--- config.mk ---
export PLATFORM = sky130hd
export DESIGN_NAME = rklb_queue
export DESIGN_NICKNAME = d
export VERILOG_FILES = /design/src/sv/rklb_pkg.sv /design/src/sv/rklb_queue.sv
export SDC_FILE = /design/constraint.sdc
export NUM_CORES = 1
export LEC_CHECK = 0
export BUFFER_PORTS_ARGS = -buffer_cell sky130_fd_sc_hd__buf_2
export CAP_MARGIN = 10
export CORE_ASPECT_RATIO = 1.1
export CORE_MARGIN = 2
export CORE_UTILIZATION = 53
export DETAILED_ROUTE_END_ITERATION = 7
export PLACE_DENSITY = 0.87
export SYNTH_ARGS = -nofsm -noshare
export SYNTH_HDL_FRONTEND = slang
export SYNTH_SLANG_ARGS = --single-unit
--- constraint.sdc ---
create_clock -name clk -period 5.7 [get_ports clk]
set_clock_uncertainty 0.2 [all_clocks]
set_input_delay 1.14 -clock clk [delete_from_list [all_inputs] [get_ports clk]]
set_output_delay 1.14 -clock clk [all_outputs]
set_load 0.01 [all_outputs]
--- src/sv/rklb_pkg.sv ---
// Shared types and codes for the replicated key load balancer.
// No dependencies.
package rklb_pkg;

  typedef enum logic [3:0] {
    OP_GET         = 4'd0,
    OP_PUT         = 4'd1,
    OP_DEL         = 4'd2,
    OP_RD_REP      = 4'd3,
    OP_WR_REP      = 4'd4,
    OP_MIGRATE_REQ = 4'd5,
    OP_MIGRATE_ACK = 4'd6,
    OP_FORWARD_PUT = 4'd7,
    OP_INSTALL     = 4'd8,
    OP_REMOVE      = 4'd9
  } op_t;

  typedef enum logic [2:0] {
    ACT_DROP      = 3'd0,
    ACT_SERVER    = 3'd1,
    ACT_CLIENT    = 3'd2,
    ACT_REPLICATE = 3'd3,
    ACT_ERROR     = 3'd4
  } act_t;

  localparam logic [0:0] REG_NUM_SERVERS = 1'b0;
  localparam logic [0:0] REG_NODE_COUNT  = 1'b1;

  // Back-end sequencer states
  typedef enum logic [2:0] {
    BE_IDLE,
    BE_READ,
    BE_DIV,
    BE_LIST,
    BE_OUT
  } be_state_t;

  // Header item carried through the queue
  typedef struct packed {
    logic [3:0]  operation;
    logic [31:0] keyhash;
    logic [7:0]  client_node;
    logic [4:0]  server_num;
    logic [31:0] version;
  } req_t;

  typedef struct packed {
    logic [2:0]  action;
    logic [7:0]  destination;
    logic [4:0]  new_server_id;
    logic [31:0] new_version;
    logic        replicated_key;
  } rsp_t;

endpackage

--- src/sv/rklb_queue.sv ---
// Front part: accepts request items into a two-entry queue.
// Depends on rklb_pkg.
module rklb_queue (
  input  logic           clk,
  input  logic           rst,
  input  logic           in_valid,
  output logic           in_ready,
  input  rklb_pkg::req_t in_item,
  output logic           out_valid,
  input  logic           out_ready,
  output rklb_pkg::req_t out_item
);
  import rklb_pkg::*;

  req_t       mem [2];
  logic       wptr, rptr;
  logic [1:0] fill;
  logic       push, pop;

  assign in_ready  = (fill != 2'd2);
  assign out_valid = (fill != 2'd0);
  assign out_item  = mem[rptr];
  assign push      = in_valid && in_ready;
  assign pop       = out_valid && out_ready;

  // Store on push
  always_ff @(posedge clk) begin
    if (push) begin
      mem[wptr] <= in_item;
    end
  end

  // Advance pointers and fill count
  always_ff @(posedge clk) begin
    if (rst) begin
      wptr <= 1'b0;
      rptr <= 1'b0;
      fill <= 2'd0;
    end else begin
      if (push) wptr <= ~wptr;
      if (pop)  rptr <= ~rptr;
      fill <= fill + {1'b0, push} - {1'b0, pop};
    end
  end
endmodule

; ---- Word level (Yosys, flattened, before mapping)
; Memories as Yosys holds them, arrays and structs flattened. A register that Yosys moved wholly into a read port is not among the register bits.
; Index checks and enable logic that the tools add are counted.
[word_totals]
ff_bits = 4
ramBits = 162
inputBits = 85
out_inout_bits = 83
elab_cells = 16
memories = 1
[memory_table]
columns = memory, depth, width, read_ports, rd_ports_with_merged_regs, write_ports, line_no
row1 = mem, 2, 81, 1, 1, 1, rklb_queue.sv:15  ; req_t mem [2];
[classes]
add_sub_neg = 2
n_eq_ne = 1
muxes = 4
n_bitwise = 2
n_reduce_logical = 3
[op_table]
columns = operator, n
row1 = 2-to-1 mux 1 bit, 4
row2 = adder 2 x 1 -> 2 bit, 1
row3 = logical AND 1 bit, 2
row4 = != test 2 bit (second input constant), 1
row5 = NOT 1 bit, 2
row6 = nonzero test 2 bit, 1
row7 = subtractor 2 x 1 -> 2 bit, 1

; ---- Depth between registers and ports, before layout
; Gate-level depths: netlist of run 1.
[depth]
depth_word = 4
mapped_depth = 8
ltp_nobuf = 8

; ---- Worst setup path before layout of run 1
; OpenSTA, ideal clock, no wires.
[synth_timing]
kind = input to register
startpoint = input port in_valid
endpoint = memory mem[0][0] in the netlist's numbering, enable pin
setup_time_ns = 0.521
arrival_ns = 4.601
required_time_ns = 4.979
path_slack_ns = 0.378
stages = 2
path_buffers = 0
cell_sequence = nand2_1 > nor2_1
[synth_between]
elab_chain_len = 3
[synth_lines]
columns = item, line_no
row1 = from (decl), rklb_queue.sv:6  ; input logic in_valid,
row2 = logical AND 1 bit, rklb_queue.sv:23  ; assign push = in_valid && in_ready;
row3 = 2-to-1 mux 1 bit, rklb_queue.sv:28  ; if (push) begin
row4 = 2-to-1 mux 1 bit (implied by the code), rklb_queue.sv:29  ; mem[wptr] <= in_item;
row5 = to (decl), rklb_queue.sv:15
; No other way between the ends.

==> results_dict.tcl, run 1 <==
set metrics [dict create \
    status "completed" \
    insertion_delay_ns 0.41 \
    ctsRootBufferMaster "clkbuf_16" \
    min_period_ns 3.41 \
    cts_tree "done" \
    grt_setup_unrepaired "false" \
    grt.overflow.total 0 \
    grt_pass1_vias 3250 \
    ios 168 \
    area_growth_pct 22.7 \
    grt_max_degree 82 \
    ctsResizeCount 0 \
    io_buffers 167 \
    avgSynthCellArea_um2 23.5 \
    yosys_warnings 0 \
    via_per_inst 5.02 \
    postSynthCellCount 276 \
    hp-class "reg -> reg" \
    die-area_mm2 0.0131 \
    ys_ff_latch 167 \
    worst-endpoint-arrival_ns 2.07 \
    grt_pass1_wl_mm 15.7 \
    htreeDepth 4 \
    num_rows 42 \
    path_clk_slew_ns 0.06 \
    worst_pin_slew_ns 1.14 \
    drtAntennaViolNets 0 \
    cts_made_buffers 17 \
    final_net_count 543 \
    r2r_end "mem[0][39]" \
    core_mm2 0.0120 \
    final.setup.tns_ns 0 \
    drive_gt1_share_pct 60.0 \
    end_kind "primary output" \
    worst-path-max-fanout 48 \
    cts_sinks 167 \
    final_cell_mix "buf_2 (167), edfxtp_1 (162), mux2_4 (80), clkbuf_16 (17)" \
    netlist_area_mm2 0.00648 \
    stdcell_count 623 \
    min_period_over_period_pct 59.9 \
    reg2regPathDepth 4 \
    crit-reg2reg-launch "fill[0]" \
    dp_hpwl_mm 6.92 \
    hold_slack_ns 0.327 \
    yosysUniqueCellTypes 17 \
    place_inst 591 \
    mostFrequentLayoutCell "buf_2" \
    finalHoldViolations 0 \
    die_y_um 120 \
    slew_viol_final 0 \
    drt_first_pass_iters 4 \
    grt_antenna_before_repair 1 \
    final_area_mm2 0.00795 \
    cts_setup_buffers 0 \
    post_drt_wl_per_cell_um 17.0 \
    cts_hold_buffers 0 \
    cts.path.max_buffers 2 \
    start_util_pct 54.1 \
    synth_nets 363 \
    gp_congestion 0.721 \
    endpoint "out_item[77]" \
    required_ns 4.36 \
    power_density_mw_per_mm2 452 \
    drtIter0Drc 129 \
    max-slew-margin-rel_pct 24.1 \
    maxCapViolCount 0 \
    drc 0 \
    p_leak_nw 3.14 \
    peakVddDrop_uv 415 \
    vias 3129 \
    crit_path_start_kind "register" \
    p_total_w 0.00359 \
    finalSetupViolCount 0 \
    wl_mm 10.6 \
    r2r_slack_ns 3.04 \
    grt_use_total_pct 16.3 \
    die_x_um 109 \
    fmax_mhz 293 \
    crit_type "reg -> out" \
    yosysSeqAreaShare_pct 76.6 \
    postPlaceCellArea_mm2 0.00737 \
]
## stage by stage
stage | setup slack (ns) | util [%]
2_1_floorplan | 0.378 | -
3_3_place_gp | 2.38 | 61.5
3_5_place_dp | 2.32 | 61.5
4_1_cts | 2.24 | 66.3
5_1_grt | 2.20 | 66.3
6_report | 2.29 | 66.3
## worst min path at each step
stage / end / startpoint / depth (start not counted)
after global routing: register / rptr / 2
after global placement: rptr / rptr / 2
after detailed placement: rptr / rptr / 2
after floorplan: register / rptr / 2
final: rptr / rptr / 2
after CTS: rptr / rptr / 2
## flip-flops by register name, summed over array words and instances, names as in the netlist, named ones only
| signal | flops |
|---|---|
| rptr | 1 |
| mem | 162 |
| fill | 2 |
| wptr | 1 |
## logic make-up (layout without fill, tap and decap cells)
| kind of cell | after synthesis | count (layout) | share of synthesized area, % |
|---|---|---|---|
| and+or+nand+nor | 11 | 11 | 0.869 |
| muxes | 82 | 82 | 18.9 |
| other | 0 | 1 | 0 |
| buffers and inverters | 10 | 202 | 2.70 |
| AOI/OAI and AO/OA | 1 | 1 | 0.116 |
| DFF | 167 | 167 | 76.6 |
| xor gates and xnor gates | 3 | 3 | 0.406 |
| adders and majority gates | 2 | 2 | 0.386 |
## cell usage after synthesis
library cell  instances  area share, %
or2_2                 1          0.097
nor2b_1               2           0.19
o21a_1                1           0.12
and3_1                1          0.097
mux2_2                2           0.35
buf_12                8            2.5
edfxtp_1            162             75
nand2_1               1          0.058
nor2_1                5           0.29
nand2b_2              1           0.14
xor2_1                1           0.14
dfxtp_1               5            1.5
ha_1                  2           0.39
buf_6                 1           0.17
mux2_4               80             19
xnor2_1               2           0.27
inv_1                 1          0.058
## power by group
part	switching, W	internal, W
sequential	0.0000543	0.00155
combinational	0.000426	0.000458
clock	0.000421	0.000682
## worst max-delay path, stage by stage (launching register included)
cell     delay, ns
dfxtp_4       0.42
buf_4         0.70
mux2_4        0.35
buf_2         0.14
## routing by layer
| layer | track usage [%] | share of wire, % | up-vias | wire length, µm |
|---|---|---|---|---|
| li1 | - | - | 1446 | - |
| met3 | 4.73 | 6.5 | 19 | 684 |
| met5 | 0 | 0 | - | 0 |
| met1 | 18.3 | 39 | 1531 | 4110 |
| met2 | 27.9 | 52 | 133 | 5530 |
| met4 | 8.47 | 2.4 | 0 | 259 |
## layout make-up
cell class	count	area, µm²
Inverter	1	3.75
Timing Repair Buffer	170	858
Clock inverter	10	130
Fill cell	784	4030
Sequential cell	167	4970
Multi-Input combinational cell	99	1350
Clock buffer	21	440
Tap cell	154	193
Antenna cell	1	2.50
(Power assumes the default switching activity.)
==> inputs of run 2 (changes only) <==
clock period = 3.3 ns   (was 5.7 ns; I/O delays follow)
==> run 2 against run 1 <==
Combinational power up 75%. First-iteration DRC count down 19%. Final cell count up 0.32%. Clock power up 68%. Die area unchanged. Routed wire length down 2.2%. Critical path type unchanged. Largest cell class unchanged. Highest routed layer is now met5.
==> results_dict.tcl, run 2 (synthesized netlist as in run 1, its figures left out) <==
set metrics [dict create \
    wl_mm 10.3 \
    cts.path.max_buffers 2 \
    cts_made_buffers 17 \
    status "completed" \
    dp_hpwl_mm 6.95 \
    top_register "mem" \
    drc 0 \
    hp-class "in -> reg" \
    ctsResizeCount 0 \
    grt_pass1_wl_mm 15.4 \
    ctsRootBufferMaster "clkbuf_16" \
    area_growth_pct 23.1 \
    cts_sinks 167 \
    die_x_um 109 \
    end_kind "primary output" \
    drtIter0Drc 104 \
    drtAntennaViolNets 0 \
    mostFrequentLayoutCell "buf_2" \
    fmax_mhz 374 \
    largest_reg_flops 162 \
    gp_congestion 0.695 \
    insertion_delay_ns 0.41 \
    htreeDepth 4 \
    final.setup.tns_ns 0 \
    hold_slack_ns 0.236 \
    crit_path_top_delay_cell "buf_12" \
    die_y_um 120 \
    core_mm2 0.0120 \
    grt_pass1_vias 3136 \
    final_net_count 544 \
    path_clk_slew_ns 0.06 \
    required_ns 2.44 \
    finalHoldViolations 0 \
    final_cell_mix "buf_2 (167), edfxtp_1 (162), mux2_4 (80), clkbuf_16 (17), clkbuf_1 (6)" \
    power_density_mw_per_mm2 771 \
    grt.overflow.total 0 \
    ios 168 \
    worst_pin_slew_ns 0.683 \
    maxCapViolCount 0 \
    reg_top3 "mem (162), fill (2)" \
    grt_max_degree 82 \
    via_per_inst 4.91 \
    post_drt_wl_per_cell_um 16.6 \
    cts_tree "done" \
    worst-endpoint-arrival_ns 1.81 \
    vias 3066 \
    drt_first_pass_iters 6 \
    cts_setup_buffers 0 \
    pre_cts_slack_ns 1.07 \
    p_leak_nw 3.15 \
    crit_type "reg -> out" \
    crit_path_cell_trace "buf_12 > mux2_4 > buf_2" \
    cts_hold_buffers 0 \
    fillers 794 \
    min_period_over_period_pct 81.0 \
    drive_gt1_share_pct 60.4 \
    critPathMaxStageDelay_ns 0.45 \
    io_buffers 167 \
    die-area_mm2 0.0131 \
    num_rows 42 \
    max-slew-margin-rel_pct 54.5 \
    setup_ws_ns 0.628 \
    crit_path_start_kind "register" \
    start_util_pct 54.1 \
    min_period_ns 2.67 \
    slew_viol_final 0 \
    finalSetupViolCount 0 \
    grt_use_total_pct 16.1 \
    p_total_w 0.00615 \
    grt_antenna_before_repair 2 \
    grt_setup_unrepaired "false" \
    peakVddDrop_uv 733 \
    worst-path-max-fanout 81 \
]
run 2: cell types whose count changed in the layout (fill, tap and decap cells not counted), sizes merged:
| cell | before | now |
|---|---|---|
| bufinv | 3 | 2 |
| clkinvlp | 2 | 3 |
| clkinv | 5 | 3 |
| clkbuf | 21 | 24 |
| buf | 170 | 171 |
run 2: cell type report:
class	count	area (µm²)	share of cell area, %
inverter	1	3.75	0.0471
multi-input combinational	99	1350	16.9
timing repair buffer	171	891	11.2
clock buffer	24	462	5.79
clock inverter	8	101	1.27
tap	154	193	2.42
antenna	1	2.50	0.0314
sequential	167	4970	62.3
run 2: path summary, 6_finish.rpt:
kind                     from           end  slack, ns  cells after the start
setup / recovery     register  out_item[79]       0.63                      3
hold / removal    in_item[29]    mem[0][29]       0.24                      1
setup reg to reg      fill[0]    mem[1][74]       1.32                      3
hold reg to reg          rptr          rptr       0.33                      2
run 2: through the flow:
step	cell area, µm²	cells	util, %
finish	7970	625	66.5
global route	7970	624	66.5
CTS	7970	624	66.5
detailed placement	7410	592	61.8
global placement	7410	592	61.8
floorplan	6490	276	-
run 2: worst max-delay path, delay by kind of cell (launching register included):
kind                   cells  cell delay (ns)
muxes                      1             0.35
buffers and inverters      2             0.60
DFF                        1             0.35
run 2: report_power, final:
part	total [W]	internal, W	switching (W)
sequential	0.00275	0.00267	0.0000804
clock	0.00185	0.00113	0.000716
combinational	0.00155	0.000804	0.000745
total	0.00615	0.00460	0.00154
run 2: routing by layer:
metal  up-vias  global-route usage, %  part of all wire [%]
li1       1455                      -                     -
met1      1486                   19.1                    40
met2       111                   26.6                    52
met3        12                   5.65                   7.1
met4         2                   6.72                   1.1
met5         -                      0                  0.13
==> inputs of run 3 (changes only) <==
clock period = 2.7 ns   (was 3.3 ns; I/O delays follow)
==> run 3 against run 2 <==
Register-to-register slack lost 0.46 ns. Count of clock-buffer cells in the layout decreased by 5. Global-route usage rose by 0.42 points. Critical path depth unchanged. Flip-flop and latch count stayed put. Non-clock buffer count is 4 higher. Largest power group unchanged.
==> results_dict.tcl, run 3 (synthesized netlist as in run 1, its figures left out) <==
set metrics [dict create \
    drt_first_pass_iters 4 \
    htreeDepth 4 \
    cts.path.max_buffers 2 \
    peakVddDrop_uv 670 \
    cts_tree "done" \
    p_total_w 0.00746 \
    power.share.combinational_pct 25.4 \
    max-slew-margin-rel_pct 62.9 \
    final_cell_mix "buf_2 (167), edfxtp_1 (162), mux2_4 (80), clkbuf_16 (17), buf_4 (5)" \
    finalHoldViolations 0 \
    crit_family "flip-flops" \
    fillers 812 \
    post_drt_wl_per_cell_um 16.9 \
    maxCapViolCount 0 \
    required_ns 1.96 \
    slew_viol_final 0 \
    final.setup.tns_ns 0 \
    status "completed" \
    top_register "mem" \
    crit_path_cell_trace "buf_12 > mux2_4 > buf_2" \
    fmax_mhz 414 \
    path_clk_slew_ns 0.06 \
    power.clock.fraction_pct 29.2 \
    worst-path-buf-inv 2 \
    vias 3105 \
    worst_pin_slew_ns 0.556 \
    cts_made_buffers 17 \
    crit_type "reg -> out" \
    worst-endpoint-arrival_ns 1.67 \
    final_net_count 548 \
    crit_path_top_delay_cell "dfxtp_4" \
    worst-path-max-fanout 34 \
    power.internal_w 0.00552 \
    min_period_ns 2.41 \
    swShare_pct 25.9 \
    power_density_mw_per_mm2 933 \
    finalSetupViolCount 0 \
    drtIter0Drc 111 \
    reg_top3 "mem (162), fill (2)" \
    hold_slack_ns 0.117 \
    gp_congestion 0.709 \
    num_rows 42 \
    cts_hold_buffers 0 \
    postPlaceCellArea_mm2 0.00745 \
    core_mm2 0.0120 \
    final_area_mm2 0.00799 \
    p_switching_w 0.00193 \
    grt_pass1_vias 3244 \
    largest_reg_flops 162 \
    grt_use_total_pct 16.5 \
    via_per_inst 4.93 \
    die_x_um 109 \
    grt_setup_unrepaired "false" \
    drc 0 \
    ctsRootBufferMaster "clkbuf_16" \
    grt.overflow.total 0 \
    p_leak_nw 3.16 \
    die_y_um 120 \
    grt_pass1_wl_mm 15.7 \
    ctsResizeCount 0 \
    dp_hpwl_mm 7.34 \
    die-area_mm2 0.0131 \
    grt_antenna_before_repair 3 \
    drtAntennaViolNets 0 \
    start_util_pct 54.1 \
    pwr-share-seq_pct 45.3 \
    final_util_pct 66.7 \
    end_kind "primary output" \
    hp-class "in -> reg" \
    area_growth_pct 23.4 \
    cts_sinks 167 \
    min_period_over_period_pct 89.4 \
    io_buffers 167 \
    critPathMaxStageDelay_ns 0.46 \
    crit_path_start_kind "register" \
    mostFrequentLayoutCell "buf_2" \
    grt_max_degree 43 \
    wl_mm 10.6 \
    drive_gt1_share_pct 61.0 \
    insertion_delay_ns 0.41 \
    ios 168 \
    cts_setup_buffers 0 \
]
run 3: metrics by stage:
stage          worst slack [ns]  cells
3_5_place_dp              0.717    596
2_1_floorplan             0.231    276
3_3_place_gp              0.737    596
4_1_cts                   0.257    628
6_report                  0.285    630
5_1_grt                   0.218    628
run 3: power by group through the flow:
stage / logic [W] / registers (W) / clock network (W)
4_1_cts: 0.00193 / 0.00339 / 0.00223
5_1_grt: 0.00205 / 0.00341 / 0.00235
6_report: 0.00190 / 0.00338 / 0.00218
2_1_floorplan: 0.00146 / 0.00339 / 0
3_3_place_gp: 0.00189 / 0.00342 / 0
3_5_place_dp: 0.00193 / 0.00344 / 0
run 3: area by class of cell:
class	count	area (µm²)	share of cell area [%]
repair buffers	175	933	11.7
clock inverters	13	105	1.31
diodes	2	5.00	0.0626
clock buffers	19	433	5.42
multi-input cells	99	1350	16.9
flip-flops and latches	167	4970	62.2
inverters	1	3.75	0.0470
well taps	154	193	2.41
run 3: final timing paths:
| check | end | slack (ns) | depth (start not counted) | startpoint |
|---|---|---|---|---|
| setup / recovery | out_item[28] | 0.29 | 3 | register |
| setup reg to reg | fill[1] | 0.86 | 8 | fill[0] |
| hold / removal | mem[0][1] | 0.12 | 1 | in_item[1] |
| hold reg to reg | rptr | 0.35 | 2 | rptr |
run 3: metal layers:
metal | global-route usage [%] | share of wire, % | vias to the layer above
met5 | 0 | 0.12 | -
met4 | 4.75 | 0.94 | 2
met3 | 6.57 | 7.3 | 10
met2 | 28.9 | 54 | 110
met1 | 18.5 | 38 | 1522
li1 | - | - | 1461
